[src/plstore_pkg.sv]
package plstore_pkg;

  typedef enum logic [1:0] {
    CMD_INSERT = 2'd0,
    CMD_REMOVE = 2'd1,
    CMD_READ   = 2'd2,
    CMD_SEARCH = 2'd3
  } cmd_t;

  typedef enum logic [1:0] {
    ST_OK     = 2'd0,
    ST_FULL   = 2'd1,
    ST_EMPTY  = 2'd2,
    ST_BADPOS = 2'd3
  } status_t;

  typedef enum logic [1:0] {
    S_IDLE  = 2'd0,
    S_CHECK = 2'd1,
    S_WALK  = 2'd2,
    S_DONE  = 2'd3
  } state_t;

  localparam int DATA_W  = 32;
  localparam int POS_W   = 5;
  localparam int COUNT_W = 5;

  typedef struct packed {
    status_t             status;
    logic [DATA_W-1:0]   read_value;
    logic                found;
  } res_t;

endpackage

[src/plstore_ram.sv]
module plstore_ram #(
  parameter int WIDTH = 32,
  parameter int DEPTH = 16
) (
  input  logic                                     clk,
  input  logic                                     we,
  input  logic [((DEPTH > 1) ? $clog2(DEPTH) : 1)-1:0] waddr,
  input  logic [WIDTH-1:0]                         wdata,
  input  logic [((DEPTH > 1) ? $clog2(DEPTH) : 1)-1:0] raddr,
  output logic [WIDTH-1:0]                         rdata
);

  logic [WIDTH-1:0] mem [DEPTH];

  always_ff @(posedge clk) begin
    if (we) begin
      mem[waddr] <= wdata;
    end
    rdata <= mem[raddr];
  end

endmodule

[src/plstore_ctrl.sv]
module plstore_ctrl #(
  parameter int CAPACITY = 16
) (
  input  logic                                     clk,
  input  logic                                     rst_n,
  input  logic                                     start,
  output logic                                     busy,
  input  logic [1:0]                               cmd,
  input  logic [plstore_pkg::POS_W-1:0]            position,
  input  logic [plstore_pkg::DATA_W-1:0]           value,
  output logic                                     ram_we,
  output logic [((CAPACITY > 1) ? $clog2(CAPACITY) : 1)-1:0] ram_waddr,
  output logic [plstore_pkg::DATA_W-1:0]           ram_wdata,
  output logic [((CAPACITY > 1) ? $clog2(CAPACITY) : 1)-1:0] ram_raddr,
  input  logic [plstore_pkg::DATA_W-1:0]           ram_rdata,
  output logic                                     res_valid,
  output plstore_pkg::res_t                        res,
  output logic [$clog2(CAPACITY+1)-1:0]            res_count
);
  import plstore_pkg::*;

  localparam int AW   = (CAPACITY > 1) ? $clog2(CAPACITY) : 1;
  localparam int CW   = $clog2(CAPACITY + 1);
  localparam int CMPW = (CW > POS_W) ? CW : POS_W;
  localparam int PTRW = AW + 1;

  state_t            state_r, state_nxt;
  cmd_t              cmd_r, cmd_nxt;
  logic [POS_W-1:0]  pos_r, pos_nxt;
  logic [DATA_W-1:0] val_r, val_nxt;
  logic [CW-1:0]     cnt_r, cnt_nxt;
  logic [PTRW-1:0]   ptr_r, ptr_nxt;
  logic [CW-1:0]     rem_r, rem_nxt;
  logic              pv_r, pv_nxt;
  logic [AW-1:0]     pa_r, pa_nxt;
  logic              hit_r, hit_nxt;
  logic [DATA_W-1:0] rdv_r, rdv_nxt;
  status_t           status_r, status_nxt;

  logic [CMPW-1:0]   cnt_e, pos_e;

  assign cnt_e = CMPW'(cnt_r);
  assign pos_e = CMPW'(pos_r);

  always_ff @(posedge clk) begin
    if (!rst_n) begin
      state_r <= S_IDLE;
      cnt_r   <= '0;
      pv_r    <= 1'b0;
    end else begin
      state_r <= state_nxt;
      cnt_r   <= cnt_nxt;
      pv_r    <= pv_nxt;
    end
  end

  always_ff @(posedge clk) begin
    cmd_r    <= cmd_nxt;
    pos_r    <= pos_nxt;
    val_r    <= val_nxt;
    ptr_r    <= ptr_nxt;
    rem_r    <= rem_nxt;
    pa_r     <= pa_nxt;
    hit_r    <= hit_nxt;
    rdv_r    <= rdv_nxt;
    status_r <= status_nxt;
  end

  always_comb begin
    state_nxt  = state_r;
    cmd_nxt    = cmd_r;
    pos_nxt    = pos_r;
    val_nxt    = val_r;
    cnt_nxt    = cnt_r;
    ptr_nxt    = ptr_r;
    rem_nxt    = rem_r;
    pv_nxt     = 1'b0;
    pa_nxt     = pa_r;
    hit_nxt    = hit_r;
    rdv_nxt    = rdv_r;
    status_nxt = status_r;
    ram_we     = 1'b0;
    ram_waddr  = pa_r;
    ram_wdata  = ram_rdata;
    ram_raddr  = ptr_r[AW-1:0];
    res_valid  = 1'b0;
    res.status     = status_r;
    res.read_value = rdv_r;
    res.found      = hit_r;

    unique case (state_r)
      S_IDLE: begin
        if (start) begin
          cmd_nxt   = cmd_t'(cmd);
          pos_nxt   = position;
          val_nxt   = value;
          state_nxt = S_CHECK;
        end
      end

      S_CHECK: begin
        hit_nxt    = 1'b0;
        rdv_nxt    = '0;
        status_nxt = ST_OK;
        rem_nxt    = '0;
        ptr_nxt    = '0;
        state_nxt  = S_WALK;
        unique case (cmd_r)
          CMD_INSERT: begin
            if (cnt_e >= CMPW'(CAPACITY)) begin
              status_nxt = ST_FULL;
              state_nxt  = S_DONE;
            end else if (pos_e > cnt_e) begin
              status_nxt = ST_BADPOS;
              state_nxt  = S_DONE;
            end else begin
              // walk down from the last entry, moving each one up a slot
              rem_nxt = CW'(cnt_e - pos_e);
              ptr_nxt = PTRW'(cnt_e - CMPW'(1));
            end
          end
          CMD_REMOVE: begin
            if (cnt_r == '0) begin
              status_nxt = ST_EMPTY;
              state_nxt  = S_DONE;
            end else if (pos_e >= cnt_e) begin
              status_nxt = ST_BADPOS;
              state_nxt  = S_DONE;
            end else begin
              rem_nxt = CW'(cnt_e - pos_e - CMPW'(1));
              ptr_nxt = PTRW'(pos_e + CMPW'(1));
            end
          end
          CMD_READ: begin
            if (pos_e >= cnt_e) begin
              status_nxt = ST_BADPOS;
              state_nxt  = S_DONE;
            end else begin
              rem_nxt = CW'(1);
              ptr_nxt = PTRW'(pos_e);
            end
          end
          CMD_SEARCH: begin
            rem_nxt = cnt_r;
          end
          default: begin
            state_nxt = S_DONE;
          end
        endcase
      end

      S_WALK: begin
        // one read issued per cycle; data from the previous read is consumed
        if (rem_r != '0) begin
          pv_nxt  = 1'b1;
          pa_nxt  = ptr_r[AW-1:0];
          rem_nxt = rem_r - CW'(1);
          ptr_nxt = (cmd_r == CMD_INSERT) ? (ptr_r - PTRW'(1)) : (ptr_r + PTRW'(1));
        end
        if (pv_r) begin
          unique case (cmd_r)
            CMD_INSERT: begin
              ram_we    = 1'b1;
              ram_waddr = pa_r + AW'(1);
            end
            CMD_REMOVE: begin
              ram_we    = 1'b1;
              ram_waddr = pa_r - AW'(1);
            end
            CMD_READ: begin
              rdv_nxt = ram_rdata;
            end
            CMD_SEARCH: begin
              if (ram_rdata == val_r) begin
                hit_nxt = 1'b1;
              end
            end
            default: begin
            end
          endcase
        end
        if ((rem_r == '0) && !pv_r) begin
          state_nxt = S_DONE;
        end
      end

      S_DONE: begin
        res_valid = 1'b1;
        if (status_r == ST_OK) begin
          if (cmd_r == CMD_INSERT) begin
            ram_we    = 1'b1;
            ram_waddr = pos_e[AW-1:0];
            ram_wdata = val_r;
            cnt_nxt   = cnt_r + CW'(1);
          end else if (cmd_r == CMD_REMOVE) begin
            cnt_nxt = cnt_r - CW'(1);
          end
        end
        state_nxt = S_IDLE;
      end

      default: begin
        state_nxt = S_IDLE;
      end
    endcase
  end

  assign busy      = (state_r != S_IDLE);
  assign res_count = cnt_nxt;

  a_count_bound: assert property (@(posedge clk) disable iff (!rst_n)
    cnt_e <= CMPW'(CAPACITY))
    else $error("entry count beyond capacity");

  a_refused_keeps_count: assert property (@(posedge clk) disable iff (!rst_n)
    (state_r == S_DONE && status_r != ST_OK) |=> $stable(cnt_r))
    else $error("refused command changed the count");

  a_walk_drains: assert property (@(posedge clk) disable iff (!rst_n)
    (state_r == S_WALK && rem_r == '0 && !pv_r) |=> (state_r == S_DONE))
    else $error("walk did not finish after last beat");

endmodule

[src/positional_list_store.sv]
// Command in, one result out per command; results cannot be stalled.
// A refused command goes from the check to the result beat; an accepted one
// first walks its entries: count - position for insert, count - position - 1
// for remove, 1 for read and count for search. busy drops with the result
// beat, so the next command is taken no earlier than the previous result beat.
// rst_n (synchronous) empties the list; list storage itself is not cleared.
module positional_list_store #(
  parameter int CAPACITY = 16
) (
  input  logic                                    clk,
  input  logic                                    rst_n,
  input  logic                                    start,
  output logic                                    busy,
  input  logic [1:0]                              in_cmd,
  input  logic [plstore_pkg::POS_W-1:0]           in_position,
  input  logic signed [plstore_pkg::DATA_W-1:0]   in_value,
  output logic                                    out_strobe,
  output logic [1:0]                              out_status,
  output logic signed [plstore_pkg::DATA_W-1:0]   out_read_value,
  output logic                                    out_found,
  output logic [plstore_pkg::COUNT_W-1:0]         out_count
);
  import plstore_pkg::*;

  localparam int AW   = (CAPACITY > 1) ? $clog2(CAPACITY) : 1;
  localparam int CW   = $clog2(CAPACITY + 1);
  localparam int CMPW = (CW > COUNT_W) ? CW : COUNT_W;

  logic              ram_we;
  logic [AW-1:0]     ram_waddr, ram_raddr;
  logic [DATA_W-1:0] ram_wdata, ram_rdata;
  logic              res_valid;
  res_t              res;
  logic [CW-1:0]     res_count;
  logic [CMPW-1:0]   res_count_e;

  logic              strobe_r;
  status_t           status_r;
  logic [DATA_W-1:0] rv_r;
  logic              found_r;
  logic [COUNT_W-1:0] count_r;

  plstore_ctrl #(.CAPACITY(CAPACITY)) u_ctrl (
    .clk       (clk),
    .rst_n     (rst_n),
    .start     (start),
    .busy      (busy),
    .cmd       (in_cmd),
    .position  (in_position),
    .value     (in_value),
    .ram_we    (ram_we),
    .ram_waddr (ram_waddr),
    .ram_wdata (ram_wdata),
    .ram_raddr (ram_raddr),
    .ram_rdata (ram_rdata),
    .res_valid (res_valid),
    .res       (res),
    .res_count (res_count)
  );

  plstore_ram #(.WIDTH(DATA_W), .DEPTH(CAPACITY)) u_ram (
    .clk   (clk),
    .we    (ram_we),
    .waddr (ram_waddr),
    .wdata (ram_wdata),
    .raddr (ram_raddr),
    .rdata (ram_rdata)
  );

  // count is reported modulo the field width
  assign res_count_e = CMPW'(res_count);

  always_ff @(posedge clk) begin
    if (!rst_n) begin
      strobe_r <= 1'b0;
    end else begin
      strobe_r <= res_valid;
    end
  end

  always_ff @(posedge clk) begin
    if (res_valid) begin
      status_r <= res.status;
      rv_r     <= res.read_value;
      found_r  <= res.found;
      count_r  <= res_count_e[COUNT_W-1:0];
    end
  end

  assign out_strobe     = strobe_r;
  assign out_status     = status_r;
  assign out_read_value = rv_r;
  assign out_found      = found_r;
  assign out_count      = count_r;

  a_accept_busy: assert property (@(posedge clk) disable iff (!rst_n)
    (start && !busy) |=> busy)
    else $error("accepted command did not raise busy");

  a_found_only_ok: assert property (@(posedge clk) disable iff (!rst_n)
    (out_strobe && out_found) |-> (out_status == ST_OK && out_read_value == '0))
    else $error("found flag with bad status or read data");

  a_strobe_single: assert property (@(posedge clk) disable iff (!rst_n)
    out_strobe |=> !out_strobe)
    else $error("result beat held longer than one cycle");

endmodule
[config.mk]
export PLATFORM = sky130hd
export DESIGN_NAME = positional_list_store
export DESIGN_NICKNAME = d
export VERILOG_FILES = /design/src/plstore_pkg.sv /design/src/plstore_ram.sv /design/src/plstore_ctrl.sv /design/src/positional_list_store.sv
export SDC_FILE = /design/constraint.sdc
export NUM_CORES = 1
export LEC_CHECK = 0
export BUFFER_PORTS_ARGS = -buffer_cell sky130_fd_sc_hd__buf_4
export CAP_MARGIN = 40
export CORE_UTILIZATION = 56
export CTS_BUF_LIST = sky130_fd_sc_hd__clkbuf_16
export CTS_CLUSTER_DIAMETER = 200
export DETAILED_ROUTE_END_ITERATION = 8
export GPL_TIMING_DRIVEN = 0
export HOLD_SLACK_MARGIN = 0.03
export PLACE_DENSITY = 0.86
export SETUP_SLACK_MARGIN = 0.4
export SLEW_MARGIN = 20
export SYNTH_ARGS = -nofsm -noshare
export SYNTH_HDL_FRONTEND = slang
export SYNTH_SLANG_ARGS = --single-unit
[constraint.sdc]
create_clock -name clk -period 4.1 [get_ports clk]
set_input_delay 0.82 -clock clk [delete_from_list [all_inputs] [get_ports clk]]
set_output_delay 0.82 -clock clk [all_outputs]
set_load 0.01 [all_outputs]
==> results by group, run 1 <==
Timing
  – Post-route setup TNS: 0 ns
  – Actual transition at the worst max-transition pin: 0.896 ns
  – Skew final: 0.0291 ns
  – Worst slew margin: 40.3%
  – Highest Clock Rate: 281 MHz
  – Min setup slack post-route: 0.538 ns
  – Final critical-path share of the clock period: 86.9%
  – Final Critical Period: 3.56 ns
  – Pins Over Slew Limit: 0
  – Unrepaired setup endpoints after global routing: no
  – Final count of negative-setup-slack endpoints: 0
  – Hold Vio Cnt, Final: 0

Worst setup path
  – Crit path DAT: 3.87 ns
  – CP Max Fanout: 15
  – Launching instance or port of the critical path: u_ctrl.state_r[0]$_SDFFE_PN0P_
  – Reg-to-reg startpoint: u_ctrl.state_r[0]$_SDFFE_PN0P_
  – Crit end category: register
  – Required time worst endpoint: 4.41 ns
  – Category of the critical setup timing path: register to register
  – Startpoint type of the worst setup path: register

Floorplan
  – Starting density of the core: 56.9%
  – Die Height: 219 um
  – Std cell rows: 79
  – Width of the die: 219 um
  – Area inside the core boundary: 0.0466 mm2
  – Total Die Area: 0.0482 mm2
  – Count of pins on the block boundary: 84

Pwr
  – Leakage: 10.4 nW
  – Power density over the cells: 702 mW/mm2
  – Worst voltage drop across the vdd grid: 0.000447 V

Placed design
  – Pre-CTS setup slack: 0.257 ns
  – Final HPWL from detailed placement: 41.0 mm
  – Number of buffer cells added on primary ports: 83
  – Weighted congestion at the end of routability-driven global placement: 0.893

GRT
  – Antenna violations before repair: 0
  – Largest net degree at the start of global routing: 25
  – Vias in the first global route: 14.4k
  – Wire length of the first global-routing pass: 99.1 mm
  – Remaining global-route overflow: 0
  – Global Route Usage Sum: 29.8%

Yosys
  – Total of flip-flops plus latches after synthesis: 680
  – Area share of the leading cell type in the synthesized netlist: 72.5%
  – Yosys cell types: 59
  – Synth Net Count: 1315
  – Synthesized instance count: 1252
  – Most area-consuming cells after synthesis: edfxtp_1 72%, mux4_2 14%, dfxtp_1 3.1%
  – Count of flip-flops with a built-in enable after synthesis: 639
  – Primary FF master, synth: edfxtp_1
  – Sequential-to-total area share from yosys stat: 75.6%
  – Async set-reset flop share out of synthesis: 0%
  – Cell with the most instances after synthesis: edfxtp_1
  – Syn avg cell area: 21.2 um2
  – Netlist Area Pre-Place: 0.0265 mm2
  – Warning count from the yosys run: 0
  – Most instantiated cells after synthesis: 639 x edfxtp_1, 160 x mux4_2, 42 x and2_1, 41 x dfxtp_1, 34 x nor2_1
  – Cell type with the largest total area after synthesis: edfxtp_1

Clocking
  – TritonCTS clock tree: built
  – Clock slew at the register clock pins of the worst setup and hold paths: 0.07 ns
  – Clock Sinks: 680
  – Clock root buffer: clkbuf_16
  – Max clock buf depth: 3
  – H-tree depth: 3
  – Post-CTS Resized: 0
  – Clock Latency Late Sink: 0.62 ns
  – Number of buffers created by CTS: 68

Flow run
  – Total of max-cap violations: 0

Cells and area
  – Number of fill cells: 2642
  – Count of nets after finishing: 1536
  – Share of cells above drive strength 1: 32.4%
  – Multi-input logic area: 0.00624 mm2
  – Area growth from synthesis to layout: 18.9%
  – Register Area: 0.0200 mm2
  – Count of inserted antenna diode cells: 0

Route
  – Avg WL per Cell: 33.2 um
  – Vias after detailed routing: 14.4k
  – Total detailed-routing wirelength: 70.8 mm
  – Via density: 6.75
  – DRC violation total after the first TritonRoute iteration: 2294
  – Pre-Repair DR Iteration Count: 5
  – Antenna-violating nets left: 0
  – Residual DRC count: 0

Worst hold path
  – Min-delay src: in_value[5]
  – Worst Hold Class: input port to register

Status
  – Outcome: finished, final reports clean
## kinds of logic after synthesis
kind of cell,after synthesis,synth area share [%]
AO/OA/AOI/OAI,76,1.90
XOR/XNOR,50,1.65
adder cells (fa/ha/maj),21,1.05
buffers and inverters,75,1.46
flip-flops,680,75.6
multiplexers,199,15.2
AND/OR/NAND/NOR,151,3.16
## stage by stage
stage / util [%] / hold slack [ns] / instance area, um2 / power, mW / cells
2_1_floorplan: - / 0.400 / 26500 / 13.3 / 1252
3_3_place_gp: 59.9 / 0.404 / 27900 / 14.9 / 1942
3_5_place_dp: 61.8 / 0.405 / 28800 / 15.4 / 1973
4_1_cts: 67.2 / 0.357 / 31300 / 22.0 / 2113
5_1_grt: 67.6 / 0.370 / 31500 / 22.7 / 2133
6_report: 67.6 / 0.379 / 31500 / 22.1 / 2133
## path summary, 6_finish.rpt
path                             endpoint  slack, ns  cells after the start
min reg2reg  out_read_value[17]$_DFFE_PP_       0.41                      0
min             u_ctrl.val_r[5]$_DFFE_PP_       0.38                      1
max reg2reg     u_ram.mem[6][8]$_DFFE_PP_       0.54                      9
max             u_ram.mem[6][8]$_DFFE_PP_       0.54                      9
## layout by cell type, fill, tap and decap left out, types with 6 or more instances in the layout
cell type,instances
nand2b_1,7
and2_1,42
clkinv_2,10
clkbuf_1,19
inv_1,33
dfxtp_1,41
nor2_1,17
buf_2,14
nor4_1,7
ha_1,18
xor2_1,26
buf_4,107
mux2i_1,6
buf_6,18
nand2_1,22
buf_1,8
o21ai_0,12
o21ai_1,9
clkinv_1,11
nor2b_1,6
mux4_2,160
nand4_1,6
clkbuf_16,70
buf_12,17
edfxtp_1,639
buf_16,20
a21oi_1,17
nor2_4,17
mux2_2,33
xnor2_1,24
bufinv_16,10
## flip-flops by register name, summed over array words and instances (netlist names), 32 cells and up
signal,count
u_ram.mem,512
out_read_value,32
u_ctrl.rdv_r,32
u_ctrl.val_r,32
u_ram.rdata,32
## critical path, stage by stage, from the launching register on
cell      delay [ns]
dfxtp_1         0.49
inv_1           0.15
ha_1            0.32
buf_2           0.24
buf_1           0.31
a221oi_1        0.55
nand2_1         0.44
nor2_4          0.33
buf_16          0.20
buf_16          0.18
## metal layers
layer	track usage [%]	vias up	routed length [um]
li1	-	5573	-
met1	37.7	7361	24700
met2	47.5	1217	34700
met3	7.76	241	7830
met4	16.0	0	3630
met5	0	-	0
## final cells by class
cell class	count	area share, %
inverters	21	0.250
multi-input cells	497	19.8
plain buffers	54	0.974
well taps	607	2.41
clock buffers	70	5.56
flip-flops and latches	680	63.6
repair buffers	151	5.69
clock inverters	53	1.71
## power breakdown
group / leakage (nW) / switching [mW] / internal, mW / total, mW
sequential: 6.14 / 0.469 / 9.18 / 9.65
clock: 1.17 / 2.69 / 3.75 / 6.45
combinational: 3.11 / 3.55 / 2.45 / 6.00
## repair_timing
action                                 CTS  global route
setup endpoints to repair              288           137
endpoints found under the hold margin    0             0
hold buffers                             0             0
setup buffers                           17            14
gates cloned                             0             0
pin swaps                                9             7
No activity file was read; power rests on OpenSTA's default activity.
==> inputs of run 2 (changes only) <==
- ABC_CLOCK_PERIOD_IN_PS: not set -> 4100
- BUFFER_PORTS_ARGS: -buffer_cell sky130_fd_sc_hd__buf_4 -> not set
- CORE_UTILIZATION: 56 -> 57
- DONT_BUFFER_PORTS: not set -> 1
- MAX_ROUTING_LAYER: not set -> met4
- PLACE_DENSITY: 0.86 -> 0.85
==> results by group, run 2 (synthesis results as in run 1) <==
Status
  – Outcome: finished, final reports clean (unchanged)

Worst setup path
  – Launching instance or port of the critical path: u_ctrl.cmd_r[1]$_DFFE_PP_ (was u_ctrl.state_r[0]$_SDFFE_PN0P_)
  – Family with the most delay on the worst path: simple AND/OR/NAND/NOR gates (was buffers and inverters)
  – Crit end category: register (unchanged)
  – Crit path DAT: 3.95 ns (was 3.87 ns)
  – Startpoint type of the worst setup path: register (unchanged)
  – Slowest cell on the critical path: edfxtp_1 (was a221oi_1)
  – CP Max Fanout: 14 (was 15)
  – Critical path, cell by cell: buf_2 > nand2b_1 > xnor2_1 > ha_1 > nor3b_1 > o21ai_1 > xnor2_1 > a221o_1 > nand2_1 > nor2_4 > buf_16 > buf_16 (was inv_1 > ha_1 > buf_2 > buf_1 > a221oi_1 > nand2_1 > nor2_4 > buf_16 > buf_16)
  – Reg-to-reg startpoint: u_ctrl.cmd_r[1]$_DFFE_PP_ (was u_ctrl.state_r[0]$_SDFFE_PN0P_)
  – Category of the critical setup timing path: register to register (unchanged)
  – WP buf/inv: 3 (was 5)
  – Required time worst endpoint: 4.41 ns (about the same)
  – Largest incremental delay on the critical path: 0.50 ns (was 0.55 ns)

Worst hold path
  – Worst Hold Class: input port to register (unchanged)
  – Min-delay src: in_value[23] (was in_value[5])

Floorplan
  – Total Die Area: 0.0473 mm2 (was 0.0482 mm2)
  – Count of pins on the block boundary: 84 (unchanged)
  – Width of the die: 218 um (was 219 um)
  – Std cell rows: 78 (was 79)
  – Area inside the core boundary: 0.0456 mm2 (was 0.0466 mm2)
  – Die Height: 218 um (was 219 um)
  – Starting density of the core: 58.1% (was 56.9%)

GRT
  – Global Route Usage Sum: 29.6% (was 29.8%)
  – Wire length of the first global-routing pass: 94.6 mm (was 99.1 mm)
  – Largest net degree at the start of global routing: 47 (was 25)
  – Antenna violations before repair: 3 (was 0)
  – Vias in the first global route: 13.9k (was 14.4k)
  – Remaining global-route overflow: 0 (unchanged)

Clocking
  – Number of buffers created by CTS: 68 (unchanged)
  – Max clock buf depth: 3 (unchanged)
  – Clock root buffer: clkbuf_16 (unchanged)
  – CTS hold repair buffers: 0 (unchanged)
  – Clock slew at the register clock pins of the worst setup and hold paths: 0.06 ns (was 0.07 ns)
  – Clock Sinks: 680 (unchanged)
  – H-tree depth: 3 (unchanged)
  – Clock Latency Late Sink: 0.62 ns (about the same)
  – Post-CTS Resized: 0 (unchanged)
  – TritonCTS clock tree: built (unchanged)

Timing
  – Post-route setup TNS: 0 ns (unchanged)
  – Actual transition at the worst max-transition pin: 0.868 ns (was 0.896 ns)
  – Unrepaired setup endpoints after global routing: no (unchanged)
  – Final critical-path share of the clock period: 88.9% (was 86.9%)
  – Highest Clock Rate: 274 MHz (was 281 MHz)
  – Worst slew margin: 42.1% (was 40.3%)
  – Hold WS: 0.303 ns (was 0.379 ns)
  – Skew final: 0.0243 ns (was 0.0291 ns)
  – Final count of negative-setup-slack endpoints: 0 (unchanged)
  – Pins Over Slew Limit: 0 (unchanged)
  – Final Critical Period: 3.65 ns (was 3.56 ns)
  – Hold Vio Cnt, Final: 0 (unchanged)

Route
  – Avg WL per Cell: 33.1 um (was 33.2 um)
  – Vias after detailed routing: 13.8k (was 14.4k)
  – Antenna-violating nets left: 0 (unchanged)
  – Via density: 6.78 (was 6.75)
  – DRC violation total after the first TritonRoute iteration: 2259 (was 2294)
  – Residual DRC count: 0 (unchanged)
  – Total detailed-routing wirelength: 67.3 mm (was 70.8 mm)
  – Pre-Repair DR Iteration Count: 8 (was 5)

Pwr
  – Power density over the cells: 709 mW/mm2 (was 702 mW/mm2)
  – P_sw: 6.56 mW (was 6.72 mW)
  – Worst voltage drop across the vdd grid: 0.000460 V (was 0.000447 V)
  – Int Pwr: 15.1 mW (was 15.4 mW)
  – Part of the total power dissipated in combinational logic: 26.6% (was 27.2%)
  – Leakage: 9.85 nW (was 10.4 nW)
  – Proportion of total power due to net switching: 30.3% (was 30.4%)
  – Power share of the clock group: 28.6% (was 29.2%)
  – Sequential group share of total power: 44.8% (was 43.7%)

Cells and area
  – Most common cell after layout, fill and taps aside: edfxtp_1 (unchanged)
  – Count of nets after finishing: 1436 (was 1536)
  – Register Area: 0.0200 mm2 (unchanged)
  – Area of all placed cells without fillers: 0.0305 mm2 (was 0.0315 mm2)
  – Multi-input logic area: 0.00624 mm2 (unchanged)
  – Share of cells above drive strength 1: 27.4% (was 32.4%)
  – Area growth from synthesis to layout: 15.1% (was 18.9%)
  – Number of flip-flops under the largest register name: 512 (unchanged)
  – Number of fill cells: 2661 (was 2642)
  – Most used cells in the layout excluding fill and tap cells: 639 x edfxtp_1, 160 x mux4_2, 71 x clkbuf_16, 42 x and2_1, 41 x dfxtp_1 (was 639 x edfxtp_1, 160 x mux4_2, 107 x buf_4, 70 x clkbuf_16, 42 x and2_1)
  – Largest reg by FF count: u_ram.mem (unchanged)

Placed design
  – Dpl cell area: 0.0280 mm2 (was 0.0288 mm2)
  – Number of buffer cells added on primary ports: 0 (was 83)
  – Weighted congestion at the end of routability-driven global placement: 0.897 (was 0.893)
  – Final HPWL from detailed placement: 39.3 mm (was 41.0 mm)

Flow run
  – Total of max-cap violations: 0 (unchanged)
## run 2: changes by cell type in the layout (fill, tap and decap cells not counted), sizes merged
cell / previous run / this run
buf: 186 / 86
clkinvlp: 3 / 4
diode: 0 / 3
inv: 36 / 40
clkinv: 25 / 26
bufinv: 10 / 6
clkbuf: 89 / 90
## run 2: timing repair
| item | CTS | global route |
|---|---|---|
| pin swaps | 6 | 2 |
| setup endpoints to repair | 135 | 60 |
| setup buffers | 11 | 2 |
| cloned | 0 | 0 |
| endpoints found under the hold margin | 0 | 0 |
## run 2: final timing paths
path,end,slack (ns),cells after the start
max,u_ram.mem[5][10]$_DFFE_PP_,0.45,12
min,u_ctrl.val_r[23]$_DFFE_PP_,0.30,0
max reg2reg,u_ram.mem[5][10]$_DFFE_PP_,0.45,12
min reg2reg,out_read_value[2]$_DFFE_PP_,0.41,0
## run 2: through the flow
stage	utilization [%]	setup slack (ns)	power [mW]	std cells
6_report	66.9	0.455	21.6	2032
5_1_grt	66.9	0.335	22.2	2032
4_1_cts	66.6	0.457	21.5	2019
3_5_place_dp	61.5	0.265	15.2	1882
3_3_place_gp	59.8	-1.94	14.8	1852
2_1_floorplan	-	0.264	13.3	1252
## run 2: power groups by stage
stage	combinational, mW	clock [mW]	sequential [mW]
floorplan	3.70	0	9.59
global placement	4.98	0	9.77
detailed placement	5.46	0	9.78
CTS	5.61	6.22	9.66
global route	6.02	6.47	9.72
finish	5.75	6.19	9.69
## run 2: area by class of cell
type                            instances  share of cell area, %
Antenna cell                            3                 0.0246
Buffer                                 54                   1.01
Clock buffer                           71                   5.83
Clock inverter                         55                   1.41
Inverter                               21                  0.258
Multi-Input combinational cell        497                   20.5
Sequential cell                       680                   65.6
Tap cell                              600                   2.46
Timing Repair Buffer                   51                   2.94
## run 2: routing by layer
metal	GRT usage, %	vias up	share of wire [%]
li1	-	5390	-
met1	37.2	6999	35
met2	46.3	1154	49
met3	7.21	227	11
met4	12.7	0	4.6
met5	-	-	0
==> inputs of run 3 (changes only) <==
- SKIP_LAST_GASP: not set -> 1
- SYNTH_HIERARCHICAL: not set -> 1
==> results by group, run 3 <==
Status
  – Outcome: finished, final reports clean (unchanged)

Floorplan
  – Die Height: 218 um (about the same)
  – Width of the die: 218 um (about the same)
  – Count of pins on the block boundary: 84 (unchanged)
  – Std cell rows: 78 (unchanged)
  – Total Die Area: 0.0473 mm2 (about the same)
  – Area inside the core boundary: 0.0456 mm2 (unchanged)
  – Starting density of the core: 58.1% (about the same)

Yosys
  – Cell type with the largest total area after synthesis: edfxtp_1 (unchanged)
  – Warning count from the yosys run: 6 (was 0)
  – Netlist Area Pre-Place: 0.0265 mm2 (about the same)
  – Sequential-to-total area share from yosys stat: 75.6% (about the same)
  – Area share of the leading cell type in the synthesized netlist: 72.5% (about the same)
  – Async set-reset flop share out of synthesis: 0% (unchanged)
  – Most instantiated cells after synthesis: 639 x edfxtp_1, 128 x mux4_2, 69 x a22oi_1, 50 x nand2_1, 44 x xnor2_1 (was 639 x edfxtp_1, 160 x mux4_2, 42 x and2_1, 41 x dfxtp_1, 34 x nor2_1)
  – Syn avg cell area: 20.3 um2 (was 21.2 um2)
  – Most area-consuming cells after synthesis: edfxtp_1 72%, mux4_2 11%, dfxtp_1 3.1% (was edfxtp_1 72%, mux4_2 14%, dfxtp_1 3.1%)
  – Total of flip-flops plus latches after synthesis: 680 (unchanged)
  – Yosys cell types: 61 (was 59)
  – Synthesized instance count: 1304 (was 1252)
  – Synth Net Count: 1370 (was 1315)
  – Primary FF master, synth: edfxtp_1 (unchanged)
  – Cell with the most instances after synthesis: edfxtp_1 (unchanged)
  – Count of flip-flops with a built-in enable after synthesis: 639 (unchanged)

Placed design
  – Dpl cell area: 0.0279 mm2 (was 0.0280 mm2)
  – Pre-CTS setup slack: -0.138 ns (was 0.265 ns)
  – Number of buffer cells added on primary ports: 0 (unchanged)
  – Weighted congestion at the end of routability-driven global placement: 0.899 (was 0.897)
  – Final HPWL from detailed placement: 39.4 mm (was 39.3 mm)

Clocking
  – Number of buffers created by CTS: 66 (was 68)
  – Clock Latency Late Sink: 0.60 ns (was 0.62 ns)
  – Clock root buffer: clkbuf_16 (unchanged)
  – Clock Sinks: 680 (unchanged)
  – Max clock buf depth: 3 (unchanged)
  – H-tree depth: 3 (unchanged)
  – Clock slew at the register clock pins of the worst setup and hold paths: 0.07 ns (was 0.06 ns)
  – TritonCTS clock tree: built (unchanged)

Worst setup path
  – Reg-to-reg startpoint: u_ctrl/cmd_r[0]$_DFFE_PP_ (was u_ctrl.cmd_r[1]$_DFFE_PP_)
  – WP buf/inv: 3 (unchanged)
  – Critical path, cell by cell: buf_6 > and2b_2 > fa_1 > xnor2_1 > nand2_1 > o21ai_0 > o21ai_0 > nand3_2 > nor3_4 > buf_8 > buf_8 (was buf_2 > nand2b_1 > xnor2_1 > ha_1 > nor3b_1 > o21ai_1 > xnor2_1 > a221o_1 > nand2_1 > nor2_4 > buf_16 > buf_16)
  – Largest incremental delay on the critical path: 0.49 ns (was 0.50 ns)
  – Category of the critical setup timing path: register to register (unchanged)
  – Startpoint type of the worst setup path: register (unchanged)
  – Slowest cell on the critical path: o21ai_0 (was edfxtp_1)
  – Launching instance or port of the critical path: u_ctrl/cmd_r[0]$_DFFE_PP_ (was u_ctrl.cmd_r[1]$_DFFE_PP_)
  – CP Max Fanout: 10 (was 14)
  – Crit path DAT: 3.84 ns (was 3.95 ns)
  – Family with the most delay on the worst path: simple AND/OR/NAND/NOR gates (unchanged)
  – Crit end category: register (unchanged)
  – Required time worst endpoint: 4.39 ns (was 4.41 ns)

Route
  – Pre-Repair DR Iteration Count: 7 (was 8)
  – Total detailed-routing wirelength: 66.3 mm (was 67.3 mm)
  – Residual DRC count: 0 (unchanged)
  – Vias after detailed routing: 13.8k (about the same)
  – Antenna-violating nets left: 0 (unchanged)
  – Avg WL per Cell: 31.8 um (was 33.1 um)
  – Via density: 6.62 (was 6.78)
  – DRC violation total after the first TritonRoute iteration: 1944 (was 2259)

Pwr
  – Power share of the clock group: 27.3% (was 28.6%)
  – Leakage: 10.1 nW (was 9.85 nW)
  – Worst voltage drop across the vdd grid: 0.000493 V (was 0.000460 V)
  – Part of the total power dissipated in combinational logic: 27.8% (was 26.6%)
  – Power density over the cells: 709 mW/mm2 (about the same)
  – Int Pwr: 14.8 mW (was 15.1 mW)
  – Proportion of total power due to net switching: 31.7% (was 30.3%)
  – Sequential group share of total power: 44.9% (was 44.8%)
  – P_sw: 6.87 mW (was 6.56 mW)

Timing
  – Final critical-path share of the clock period: 86.6% (was 88.9%)
  – Skew final: 0.0260 ns (was 0.0243 ns)
  – Unrepaired setup endpoints after global routing: no (unchanged)
  – Highest Clock Rate: 282 MHz (was 274 MHz)
  – Hold Vio Cnt, Final: 0 (unchanged)
  – Final count of negative-setup-slack endpoints: 0 (unchanged)
  – Final Critical Period: 3.55 ns (was 3.65 ns)
  – Actual transition at the worst max-transition pin: 0.917 ns (was 0.868 ns)
  – Min setup slack post-route: 0.551 ns (was 0.455 ns)
  – Worst slew margin: 38.9% (was 42.1%)
  – Pins Over Slew Limit: 0 (unchanged)

Cells and area
  – Share of cells above drive strength 1: 25.3% (was 27.4%)
  – Most common cell after layout, fill and taps aside: edfxtp_1 (unchanged)
  – Number of fill cells: 2622 (was 2661)
  – Area of all placed cells without fillers: 0.0305 mm2 (about the same)
  – Most used cells in the layout excluding fill and tap cells: 639 x edfxtp_1, 128 x mux4_2, 69 x clkbuf_16, 69 x a22oi_1, 50 x nand2_1 (was 639 x edfxtp_1, 160 x mux4_2, 71 x clkbuf_16, 42 x and2_1, 41 x dfxtp_1)
  – Count of nets after finishing: 1500 (was 1436)
  – Area growth from synthesis to layout: 15.3% (was 15.1%)
  – Largest reg by FF count: u_ram/mem (was u_ram.mem)
  – Number of flip-flops under the largest register name: 512 (unchanged)
  – Count of inserted antenna diode cells: 0 (was 3)

GRT
  – Wire length of the first global-routing pass: 95.5 mm (was 94.6 mm)
  – Vias in the first global route: 14.2k (was 13.9k)
  – Largest net degree at the start of global routing: 25 (was 47)
  – Remaining global-route overflow: 0 (unchanged)
  – Global Route Usage Sum: 29.6% (about the same)
  – Antenna violations before repair: 0 (was 3)

Flow run
  – Total of max-cap violations: 0 (unchanged)

Worst hold path
  – Min-delay src: in_value[9] (was in_value[23])
  – Worst Hold Class: input port to register (unchanged)
run 3: cell types whose count changed in the layout (fill, tap and decap cells not counted), moves of 10 or more:
cell	previous run	this run
xor2_1	26	11
mux2_4	0	28
buf_4	12	28
mux2_2	33	7
mux4_2	160	128
xnor2_1	24	44
buf_6	20	10
buf_12	12	22
a22oi_1	5	69
a21oi_1	17	7
nand2_1	22	50
run 3: final timing paths:
path / to / slack (ns) / cells past startpoint
setup reg to reg: u_ram/mem[12][21]$_DFFE_PP_ / 0.55 / 11
hold reg to reg: out_read_value[0]$_DFFE_PP_ / 0.42 / 0
setup / recovery: u_ram/mem[12][21]$_DFFE_PP_ / 0.55 / 11
hold / removal: u_ctrl/val_r[9]$_DFFE_PP_ / 0.31 / 0
run 3: stage by stage:
| stage | hold WS (ns) | utilization (%) | setup TNS, ns | power [mW] | std cells |
|---|---|---|---|---|---|
| after floorplan | 0.400 | - | 0 | 13.5 | 1304 |
| after global placement | 0.404 | 59.9 | -565.55 | 15.1 | 1904 |
| after detailed placement | 0.405 | 61.3 | -7.94 | 15.5 | 1930 |
| after CTS | 0.285 | 66.7 | 0 | 21.5 | 2075 |
| after global routing | 0.286 | 67.0 | 0 | 22.3 | 2086 |
| final | 0.309 | 67.0 | 0 | 21.7 | 2086 |
run 3: repair_timing:
action,in CTS,in global routing
endpoints found under the setup margin,507,431
pin swaps,16,2
hold buffers,0,0
resized for setup,0,5
setup buffers,25,5
gates cloned,0,0
run 3: logic make-up after synthesis:
family          synth area share [%]
simple gates                    3.69
buf+inv                         1.48
fa+ha+maj                       1.22
xor+xnor                        1.82
mux                             13.0
flops                           75.6
compound gates                  3.27
run 3: per-layer routing:
| metal | vias up | track usage, % | wire length (um) |
|---|---|---|---|
| met5 | - | - | 0 |
| met1 | 7011 | 36.3 | 23100 |
| li1 | 5553 | - | - |
| met4 | 0 | 12.9 | 2910 |
| met3 | 189 | 7.20 | 7220 |
| met2 | 1047 | 47.3 | 33000 |
run 3: area by class of cell:
class	instances	area [um2]	share of cell area, %
inverter	21	81.3	0.266
tap	600	751	2.46
multi-input combinational	544	6260	20.5
timing repair buffer	62	1020	3.35
clock inverter	51	378	1.24
sequential	680	20000	65.5
clock buffer	69	1730	5.65
buffer	59	310	1.02
run 3: power by group through the flow:
stage / combinational [mW] / clock (mW) / sequential, mW
2_1_floorplan: 3.90 / 0 / 9.63
3_3_place_gp: 5.25 / 0 / 9.83
3_5_place_dp: 5.69 / 0 / 9.84
4_1_cts: 5.87 / 5.95 / 9.71
5_1_grt: 6.34 / 6.23 / 9.77
6_report: 6.03 / 5.91 / 9.72
run 3: worst register-to-register path: stages, from the launching register on:
cell      delay [ns]
edfxtp_1        0.47
buf_6           0.20
and2b_2         0.26
fa_1            0.39
xnor2_1         0.16
nand2_1         0.10
o21ai_0         0.08
o21ai_0         0.49
nand3_2         0.36
nor3_4          0.33
buf_8           0.21
buf_8           0.19
